**src/rtl/core/rst_pkg.sv**
```systemverilog
// rst_pkg: operation and status codes and the cell control word of the range set table
// no dependencies
package rst_pkg;

   localparam logic [3:0] OP_SET       = 4'd0;
   localparam logic [3:0] OP_CLEAR     = 4'd1;
   localparam logic [3:0] OP_CLEAR_ALL = 4'd2;
   localparam logic [3:0] OP_INSERT    = 4'd3;
   localparam logic [3:0] OP_ERASE     = 4'd4;
   localparam logic [3:0] OP_COVERED   = 4'd5;
   localparam logic [3:0] OP_ANY       = 4'd6;
   localparam logic [3:0] OP_FIRST     = 4'd7;
   localparam logic [3:0] OP_LAST      = 4'd8;

   localparam logic [1:0] STAT_OK       = 2'd0;
   localparam logic [1:0] STAT_FULL     = 2'd1;
   localparam logic [1:0] STAT_OVERFLOW = 2'd2;

   typedef struct packed {
      logic load;
      logic shift;
      logic commit;
      logic wr_a;
      logic wr_b;
   } cell_ctl_type;

endpackage

```
**src/rtl/core/rst_cell.sv**
```systemverilog
// rst_cell: one table slot holding the live range, a scan copy and the rebuilt range
// depends on rst_pkg
module rst_cell #(
   parameter int OFFSET_BITS = 48
) (
   input  logic                     clock,
   input  rst_pkg::cell_ctl_type    ctl,
   input  logic [OFFSET_BITS-1:0]   nbr_start,
   input  logic [OFFSET_BITS:0]     nbr_size,
   input  logic [OFFSET_BITS-1:0]   emit_a_start,
   input  logic [OFFSET_BITS:0]     emit_a_size,
   input  logic [OFFSET_BITS-1:0]   emit_b_start,
   input  logic [OFFSET_BITS:0]     emit_b_size,
   output logic [OFFSET_BITS-1:0]   scan_start,
   output logic [OFFSET_BITS:0]     scan_size
);
   import rst_pkg::*;

   logic [OFFSET_BITS-1:0] main_start_ff, main_start_in;
   logic [OFFSET_BITS:0]   main_size_ff, main_size_in;
   logic [OFFSET_BITS-1:0] scan_start_ff, scan_start_in;
   logic [OFFSET_BITS:0]   scan_size_ff, scan_size_in;
   logic [OFFSET_BITS-1:0] new_start_ff, new_start_in;
   logic [OFFSET_BITS:0]   new_size_ff, new_size_in;

   always_comb begin
      main_start_in = main_start_ff;
      main_size_in  = main_size_ff;
      scan_start_in = scan_start_ff;
      scan_size_in  = scan_size_ff;
      new_start_in  = new_start_ff;
      new_size_in   = new_size_ff;
      if (ctl.load) begin
         scan_start_in = main_start_ff;
         scan_size_in  = main_size_ff;
      end else if (ctl.shift) begin
         scan_start_in = nbr_start;
         scan_size_in  = nbr_size;
      end
      if (ctl.wr_a) begin
         new_start_in = emit_a_start;
         new_size_in  = emit_a_size;
      end else if (ctl.wr_b) begin
         new_start_in = emit_b_start;
         new_size_in  = emit_b_size;
      end
      if (ctl.commit) begin
         main_start_in = new_start_ff;
         main_size_in  = new_size_ff;
      end
   end

   always_ff @(posedge clock) begin
      main_start_ff <= main_start_in;
      main_size_ff  <= main_size_in;
      scan_start_ff <= scan_start_in;
      scan_size_ff  <= scan_size_in;
      new_start_ff  <= new_start_in;
      new_size_ff   <= new_size_in;
   end

   assign scan_start = scan_start_ff;
   assign scan_size  = scan_size_ff;

endmodule

```
**config.mk**
```make
export PLATFORM = sky130hd
export DESIGN_NAME = rst_cell
export DESIGN_NICKNAME = d
export VERILOG_FILES = /design/src/rtl/core/rst_pkg.sv /design/src/rtl/core/rst_cell.sv
export SDC_FILE = /design/constraint.sdc
export NUM_CORES = 1
export LEC_CHECK = 0
export BUFFER_PORTS_ARGS = -buffer_cell sky130_fd_sc_hd__buf_2
export CORE_MARGIN = 1
export CORE_UTILIZATION = 40
export DETAILED_ROUTE_END_ITERATION = 8
export PLACE_DENSITY = 0.66
export RECOVER_POWER = 100
export REMOVE_ABC_BUFFERS = 1
export SLEW_MARGIN = 20
export SYNTH_ARGS = -nofsm -noshare
export SYNTH_HDL_FRONTEND = slang
export SYNTH_SLANG_ARGS = --single-unit
```
**constraint.sdc**
```tcl
create_clock -name clock -period 4.05 [get_ports clock]
set_clock_uncertainty 0.1 [all_clocks]
set_input_delay 0.2025 -clock clock [delete_from_list [all_inputs] [get_ports clock]]
set_output_delay 0.2025 -clock clock [all_outputs]
set_load 0.005 [all_outputs]
```
==> results of run 1 <==
## cell usage after synthesis
cell type	n
buf_2	14
mux2_4	38
edfxtp_1	291
or2_1	2
mux2_2	156
buf_6	8
## cell families after synthesis
kind of cell | share of synthesized area (%)
flops | 77.8
buf+inv | 1.43
simple gates | 0.111
mux | 20.7
## per-stage QoR
stage                     cells  utilization, %  hold WS, ps
after detailed placement   1258            49.9          305
after global placement     1258            49.9          300
after floorplan             487               -          215
==> impl_metrics.json, run 1 <==
{
  "placed_area_mm2": 0.0136,
  "cts_max_level": 1,
  "status": "stopped before the end",
  "ys_warn_count": 0,
  "avgSynthCellArea_um2": 22.1,
  "synth_area_mm2": 0.0112,
  "ys_ff_latch": 291,
  "synthCells": 509,
  "ys_seq_area_share_pct": 77.8,
  "cts_hold_buf": 264,
  "haltStage": "clock tree synthesis",
  "yosysTopAreaCell": "edfxtp_1",
  "cts_resized": 0,
  "cts_setup_buffers": 0,
  "cts_buffers": 31,
  "routabilityCongestion": 0.737,
  "error": "[ERROR RSZ-0060] Max buffer count reached.",
  "io_pins": 394,
  "synth_cell_types": 6,
  "io_buffer_count": 393,
  "dieWidth_um": 170,
  "start_util_pct": 41.2,
  "place_ws_ps": 1540,
  "hpwl_mm": 16.1,
  "rows": 60,
  "synthDominantCellAreaShare_pct": 77.8,
  "root_buffer": "clkbuf_16",
  "cts_sinks": 291,
  "die_y_um": 170,
  "clockBufferDepth": 3,
  "yosys-top-cells-area": "edfxtp_1 78%, mux2_2 16%, mux2_4 5.1%"
}
==> run 2: changes to the inputs <==
Settings changed: CORE_UTILIZATION 40 to 25, PLACE_DENSITY 0.66 to unset, PLACE_DENSITY_LB_ADDON set to 0.15.
==> impl_metrics.json, run 2 <==
{
  "path_clk_slew_ps": 60,
  "ant_nets": 0,
  "wl_mm": 28.5,
  "die-area_mm2": 0.0458,
  "grt_pass1_vias": 7934,
  "synth_fa_ha_area_share_pct": 0,
  "p_comb_share_pct": 10.7,
  "worstMarginPinSlew_ps": 2390,
  "io_pins": 394,
  "critPathMaxFanout": 49,
  "clockBufferDepth": 3,
  "netSwitchingPower_mw": 1.59,
  "worst_ir_drop_vdd_v": 0.000219,
  "final_common_cell": "buf_2",
  "synth-simple-area-share_pct": 0.111,
  "synthFlopType": "edfxtp_1",
  "p_sw_share_pct": 21.2,
  "hpwl_mm": 18.1,
  "slowest_stage": "or2_1",
  "synth_mux_area_share_pct": 20.7,
  "cts_buffers": 35,
  "yosysMostFrequentCell": "edfxtp_1",
  "setup-violations-final": 0,
  "hp-class": "in -> reg",
  "r2r_end": "scan_size[29]$_DFFE_PP_",
  "max-slew-margin-rel_pct": -59.3,
  "period_share_pct": 64.0,
  "cp_data_arrival_time_ps": 2660,
  "drc": 0,
  "synth_top_family_by_area": "multiplexers",
  "multiInputGateArea_mm2": 0.00222,
  "fmax_mhz": 386,
  "crit_top_cell": "buf_4",
  "cts_tree": "done",
  "cts_sinks": 291,
  "fin_crit_ps": 2590,
  "async_reset_ff_share_pct": 0,
  "crit_type": "in -> reg",
  "grt_pass1_wl_mm": 44.3,
  "cts_resized": 0,
  "hold_path_end": "scan_start[41]$_DFFE_PP_",
  "synthCells": 509,
  "avgSynthCellArea_um2": 22.1,
  "start_util_pct": 25.4,
  "cts_max_level": 2,
  "via_per_inst": 3.91,
  "cts_setup_buffers": 0,
  "via_count": 7173,
  "crit_start": "ctl[1]",
  "drive_above_1_share_pct": 44.1,
  "path_delay_family": "simple AND/OR/NAND/NOR gates",
  "synthDominantCellAreaShare_pct": 77.8,
  "yosys-top-cells-area": "edfxtp_1 78%, mux2_2 16%, mux2_4 5.1%",
  "end_kind": "flip-flop",
  "yosysTopAreaCell": "edfxtp_1",
  "maxCapViolations": 5,
  "rows": 77,
  "final-hold-violation-count": 0,
  "layout_common_cells": "330 x buf_2, 291 x dlygate4sd3_1, 291 x edfxtp_1",
  "required_ps": 4120,
  "crit_path_max_incr_delay_ps": 1710,
  "first_pass_iters": 4,
  "yosys.area_share.xor_xnor_pct": 0,
  "synth_area_mm2": 0.0112,
  "start_kind": "input pin",
  "r2r_cells": 1,
  "r2r_slack_ps": 2980,
  "cts_hold_buf": 291,
  "p_clk_share_pct": 39.2,
  "powerDensity_mw_per_mm2": 425,
  "ys_seq_area_share_pct": 77.8,
  "intPower_mw": 5.90,
  "holdCritStartpoint": "ctl[4]",
  "post_drt_wl_per_cell_um": 15.5,
  "dieWidth_um": 214,
  "die_y_um": 214,
  "worstPathBufferInverterCount": 2,
  "grt_overflow_total": 0,
  "holdPathStages": 2,
  "crit_chain": "buf_4 -> or2_1 -> buf_4",
  "antenna_cells": 0,
  "synth_cell_types": 6,
  "core_area_mm2": 0.0443,
  "reg2reg_from": "main_size_ff[29]$_DFFE_PP_",
  "synth_edf_count": 291,
  "seqCellArea_mm2": 0.00874,
  "leakage_nw": 6.87,
  "antenna_found_initial": 1,
  "rsz0062_at_grt": "no",
  "syn2layout_area_growth_pct": 56.8,
  "grt_usage_pct": 12.6,
  "io_buffer_count": 393,
  "clkLatencyLatePin_ps": 540,
  "p_seq_share_pct": 50.1,
  "finalMaxSlewViolations": 227,
  "fill_cells": 4289,
  "ys_ff_latch": 291,
  "drt_iter0_markers": 249,
  "synth-compound-area-share_pct": 0,
  "status": "complete, but fails checks",
  "nets": 1515,
  "routabilityCongestion": 0.707,
  "ys_warn_count": 0,
  "synth_commonest_cells": "291 x edfxtp_1, 156 x mux2_2, 38 x mux2_4, 14 x buf_2, 8 x buf_6",
  "violations": "capacitance limit, slew limit",
  "finalSetupTns_ps": 0,
  "grt_max_degree": 63,
  "final_util_pct": 39.8,
  "root_buffer": "clkbuf_16"
}
==> run 2: cell counts after synthesis <==
No cell type changed its count.
==> run 2: stage by stage <==
step           instance area [µm²]  hold WS, ps  std cells  worst slack, ps  power, mW
6_report                     17600          161       1836             1460       7.49
5_1_grt                      17600          156       1836             1090       7.82
4_1_cts                      17800          126       1836             2210       7.68
3_5_place_dp                 13900          305       1482             1610       4.41
3_3_place_gp                 13900          300       1482             1630       4.41
2_1_floorplan                11100          215        487             1150       4.02
==> run 2: routing by layer <==
layer	track usage (%)	vias to the layer above	routed length (µm)
met3	3.56	50	1800
met4	5.32	2	767
met2	21.4	237	14000
met1	14.8	3431	12000
met5	0	-	8
li1	-	3453	-
==> run 2: logic make-up after synthesis <==
kind of cell           count (synthesis)
buffers and inverters                 22
DFF                                  291
muxes                                194
and+or+nand+nor                        2
==> run 2: worst max-delay path by stage <==
stage	endpoint	slack (ps)	cells past startpoint
CTS	scan_start[44]$_DFFE_PP_	2210	3
global placement	scan_start[41]$_DFFE_PP_	1630	3
global route	new_start_ff[13]$_DFFE_PP_	1090	3
floorplan	new_size_ff[0]$_DFFE_PP_	1150	1
detailed placement	scan_start[41]$_DFFE_PP_	1610	3
finish	new_start_ff[13]$_DFFE_PP_	1460	3
==> run 2: layout make-up <==
cell class / instances / share of cell area (%)
sequential: 291 / 49.6
clock buffer: 39 / 5.05
multi-input combinational: 196 / 12.6
timing repair buffer: 694 / 27.6
tap: 592 / 4.20
clock inverter: 24 / 0.973
==> run 2: power by group through the flow <==
| stage | sequential, mW | combinational (mW) | clock [mW] |
|---|---|---|---|
| detailed placement | 3.81 | 0.601 | 0 |
| floorplan | 3.81 | 0.218 | 0 |
| finish | 3.75 | 0.800 | 2.93 |
| global placement | 3.81 | 0.601 | 0 |
| CTS | 3.75 | 0.855 | 3.07 |
| global route | 3.78 | 0.875 | 3.16 |
(Power assumes the default switching activity.)
==> run 3: changes to the inputs <==
Clock period 4.05 ns to 2.7 ns, I/O delays scaled along.
==> impl_metrics.json, run 3 (synthesized netlist as in run 2, its figures left out) <==
{
  "layout_common_cells": "317 x buf_2, 293 x dlygate4sd3_1, 291 x edfxtp_1",
  "grt_pass1_vias": 7981,
  "cts_sinks": 291,
  "root_buffer": "clkbuf_16",
  "fin_ws_ps": 759,
  "fin_area_mm2": 0.0177,
  "max-slew-margin-rel_pct": 3.69,
  "io_pins": 394,
  "cts_max_level": 2,
  "grt_max_degree": 64,
  "clkLatencyLatePin_ps": 530,
  "wl_mm": 28.4,
  "place_ws_ps": 888,
  "r2r_slack_ps": 1640,
  "grt_usage_pct": 12.5,
  "dp_cells": 1486,
  "holdCritStartpoint": "ctl[4]",
  "status": "finished clean",
  "cts_hold_buf": 293,
  "leakage_nw": 6.87,
  "drt_iter0_markers": 265,
  "hp-class": "in -> reg",
  "setup-violations-final": 0,
  "die_y_um": 214,
  "final-hold-violation-count": 0,
  "routabilityCongestion": 0.714,
  "core_area_mm2": 0.0443,
  "hpwl_mm": 18.6,
  "end_kind": "flip-flop",
  "layout.cells.non_filler": 1836,
  "hold_slack_ps": 161,
  "dieWidth_um": 214,
  "final_util_pct": 40.0,
  "r2r_cells": 1,
  "post_drt_wl_per_cell_um": 15.5,
  "r2r_end": "scan_start[0]$_DFFE_PP_",
  "via_count": 7196,
  "path_clk_slew_ps": 50,
  "grt_overflow_total": 0,
  "start_util_pct": 25.4,
  "cp_data_arrival_time_ps": 2000,
  "powerDensity_mw_per_mm2": 630,
  "hold_path_end": "scan_start[26]$_DFFE_PP_",
  "reg2reg_from": "main_start_ff[0]$_DFFE_PP_",
  "antenna_found_initial": 2,
  "cts_buffers": 35,
  "final_common_cell": "buf_2",
  "start_kind": "input pin",
  "finalSetupTns_ps": 0,
  "worst_ir_drop_vdd_v": 0.000457,
  "drc": 0,
  "nets": 1521,
  "placed_area_mm2": 0.0140,
  "crit_type": "in -> reg",
  "finalMaxSlewViolations": 0,
  "die-area_mm2": 0.0458,
  "holdPathStages": 2,
  "first_pass_iters": 6,
  "fmax_mhz": 515,
  "required_ps": 2760,
  "power_mw": 11.2,
  "rsz0062_at_grt": "no",
  "rows": 77,
  "cts_setup_buffers": 0,
  "critPathMaxFanout": 33,
  "via_per_inst": 3.92,
  "clockBufferDepth": 3,
  "drive_above_1_share_pct": 42.4,
  "ant_nets": 0,
  "grt_pass1_wl_mm": 44.1,
  "io_buffer_count": 393,
  "cts_resized": 0,
  "cts_tree": "done",
  "fin_crit_ps": 1940,
  "period_share_pct": 71.9,
  "maxCapViolations": 0,
  "syn2layout_area_growth_pct": 57.7,
  "worstMarginPinSlew_ps": 1440
}
==> run 3: cell count changes in the layout (fill, tap and decap cells not counted), moves of 3 or more <==
| cell | previous run | this run |
|---|---|---|
| buf_12 | 0 | 8 |
| buf_2 | 330 | 317 |
| clkbuf_1 | 69 | 87 |
| clkbuf_2 | 3 | 0 |
| clkinv_1 | 11 | 8 |
| clkinv_2 | 7 | 0 |
| inv_6 | 4 | 0 |
==> run 3: worst max path at each step <==
stage / from / slack [ps] / end
2_1_floorplan: ctl[0] / -140 / new_size_ff[0]$_DFFE_PP_
3_3_place_gp: ctl[4] / 920 / scan_start[7]$_DFFE_PP_
3_5_place_dp: ctl[4] / 890 / scan_start[18]$_DFFE_PP_
4_1_cts: ctl[1] / 1260 / new_start_ff[17]$_DFFE_PP_
5_1_grt: ctl[1] / 590 / new_start_ff[21]$_DFFE_PP_
6_report: ctl[2] / 760 / main_size_ff[46]$_DFFE_PP_
==> run 3: layout make-up <==
cell class | count | area (µm²)
timing repair buffer | 700 | 5000
fill | 4256 | 26600
tap | 592 | 741
clock buffer | 46 | 960
multi-input combinational | 196 | 2210
sequential | 291 | 8740
clock inverter | 10 | 71.3
antenna | 1 | 2.50
==> run 3: where the power goes <==
group / switching (mW) / internal, mW / total [mW] / leakage [nW]
Combinational: 0.455 / 0.770 / 1.22 / 3.44
Sequential: 0.107 / 5.51 / 5.62 / 2.93
Clock: 1.75 / 2.57 / 4.33 / 0.499
Total: 2.32 / 8.85 / 11.2 / 6.87
==> run 3: metal layers <==
| metal | wire length [µm] | track usage, % | vias up |
|---|---|---|---|
| li1 | - | - | 3464 |
| met1 | 11900 | 14.5 | 3452 |
| met2 | 14000 | 21.4 | 231 |
| met3 | 1760 | 3.59 | 47 |
| met4 | 724 | 5.13 | 2 |
| met5 | 13 | 0 | - |
==> run 3: worst max-delay path, stage by stage <==
cell and delay (ps):
dlygate4sd3_1 540, clkbuf_1 710, buf_4 550
==> run 4: changes to the inputs <==
Settings changed: ABC_AREA set to 1.
Clock period 2.7 ns to 1.8 ns, I/O delays scaled along.
==> impl_metrics.json, run 4 <==
{
  "clockBufferDepth": 3,
  "hp-class": "in -> reg",
  "drc": 0,
  "yosysTopAreaCell": "edfxtp_1",
  "grt_max_degree": 98,
  "ys_warn_count": 0,
  "synthFlopType": "edfxtp_1",
  "synth_area_mm2": 0.0112,
  "fin_ws_ps": 192,
  "die_y_um": 214,
  "grt_overflow_total": 0,
  "via_count": 8922,
  "via_per_inst": 3.98,
  "period_share_pct": 89.3,
  "synthCells": 919,
  "final_common_cell": "nand2_1",
  "cts_max_level": 2,
  "io_buffer_count": 393,
  "cts_buffers": 35,
  "syn2layout_area_growth_pct": 58.2,
  "fmax_mhz": 622,
  "grt_pass1_vias": 9315,
  "leakage_nw": 7.92,
  "critPathMaxFanout": 45,
  "powerDensity_mw_per_mm2": 951,
  "placed_area_mm2": 0.0139,
  "yosys-top-cells-area": "edfxtp_1 78%, nand2_1 19%, buf_2 1.3%",
  "r2r_slack_ps": 350,
  "yosysMostFrequentCell": "nand2_1",
  "ys_seq_area_share_pct": 77.8,
  "crit_start": "ctl[0]",
  "cts_setup_buffers": 0,
  "synth_cell_types": 7,
  "hold_slack_ps": 257,
  "holdPathStages": 4,
  "fill_cells": 4339,
  "first_pass_iters": 4,
  "synth_edf_count": 291,
  "antenna_found_initial": 2,
  "r2r_cells": 3,
  "hold_path_end": "new_size_ff[4]$_DFFE_PP_",
  "r2r_end": "scan_start[9]$_DFFE_PP_",
  "hpwl_mm": 20.8,
  "cts_tree": "done",
  "fin_crit_ps": 1610,
  "dp_cells": 1880,
  "fin_area_mm2": 0.0178,
  "crit_type": "in -> reg",
  "crit_chain": "dlygate4sd3_1 -> buf_2 -> or2_4 -> clkbuf_4",
  "path_clk_slew_ps": 60,
  "avgSynthCellArea_um2": 12.2,
  "max-slew-margin-rel_pct": 25.2,
  "final_util_pct": 40.1,
  "nets": 1919,
  "end_kind": "flip-flop",
  "crit_path_max_incr_delay_ps": 610,
  "wl_mm": 32.3,
  "start_kind": "input pin",
  "multiInputGateArea_mm2": 0.00220,
  "cp_data_arrival_time_ps": 1660,
  "synthDominantCellAreaShare_pct": 77.8,
  "place_ws_ps": 264,
  "start_util_pct": 25.4,
  "holdCritStartpoint": "emit_a_size[4]",
  "worstMarginPinSlew_ps": 1120,
  "layout.cells.non_filler": 2239,
  "ys_ff_latch": 291,
  "power_mw": 16.9,
  "rsz0062_at_grt": "no",
  "async_reset_ff_share_pct": 0,
  "seqCellArea_mm2": 0.00874,
  "reg2reg_from": "main_start_ff[9]$_DFFE_PP_",
  "clkLatencyLatePin_ps": 530,
  "finalSetupTns_ps": 0,
  "synth_commonest_cells": "582 x nand2_1, 291 x edfxtp_1, 30 x buf_2, 10 x buf_6",
  "dieWidth_um": 214,
  "grt_usage_pct": 14.2,
  "status": "finished clean",
  "routabilityCongestion": 0.770,
  "io_pins": 394,
  "layout_common_cells": "582 x nand2_1, 325 x buf_2, 297 x dlygate4sd3_1",
  "core_area_mm2": 0.0442,
  "cts_sinks": 291,
  "worst_ir_drop_vdd_v": 0.000449,
  "final-hold-violation-count": 0,
  "drive_above_1_share_pct": 23.6,
  "maxCapViolations": 0,
  "setup-violations-final": 0,
  "grt_pass1_wl_mm": 50.0,
  "drt_iter0_markers": 377,
  "post_drt_wl_per_cell_um": 14.4,
  "slowest_stage": "clkbuf_4",
  "required_ps": 1850,
  "die-area_mm2": 0.0458,
  "finalMaxSlewViolations": 0,
  "root_buffer": "clkbuf_16",
  "ant_nets": 0,
  "rows": 77
}
==> run 4: area by class of cell <==
type / count / share of cell area, %
Sequential cell: 291 / 49.2
Timing Repair Buffer: 708 / 28.2
Multi-Input combinational cell: 584 / 12.4
Clock buffer: 45 / 5.38
Tap cell: 592 / 4.17
Clock inverter: 16 / 0.578
Inverter: 2 / 0.0705
Antenna cell: 1 / 0.0141
==> run 4: cells by family after synthesis <==
family	Yosys count	synth area share [%]
simple gates	584	19.6
flops	291	77.8
buf+inv	44	2.59
==> run 4: worst max-delay path by stage <==
stage / endpoint / cells after the start
final: new_start_ff[17]$_DFFE_PP_ / 4
after global routing: main_start_ff[35]$_DFFE_PP_ / 3
after CTS: new_size_ff[5]$_DFFE_PP_ / 4
after detailed placement: new_start_ff[12]$_DFFE_PP_ / 5
after global placement: new_start_ff[3]$_DFFE_PP_ / 5
after floorplan: new_size_ff[0]$_DFFE_PP_ / 1
==> run 4: report_power, final <==
part           switching, mW  internal, mW
registers              0.162          8.26
clock network           2.71          3.88
logic                  0.868          1.00
total                   3.74          13.1
==> run 4: worst max-delay path: cells and delay by family <==
family                 cells  cell delay [ps]
and+or+nand+nor            1              200
buffers and inverters      3             1300
==> run 4: repair_timing <==
item,4_1_cts,5_1_grt
hold buffers,297,0
endpoints found under the hold margin,212,0
gates resized for setup,0,0
==> run 4: per-layer routing <==
layer  GRT usage (%)  up-vias  routed length (µm)
li1                -     4450                   -
met1            16.6     4171               13400
met2            24.9      250               16000
met3            3.65       49                2060
met4            5.68        2                 857
met5               0        -                  13
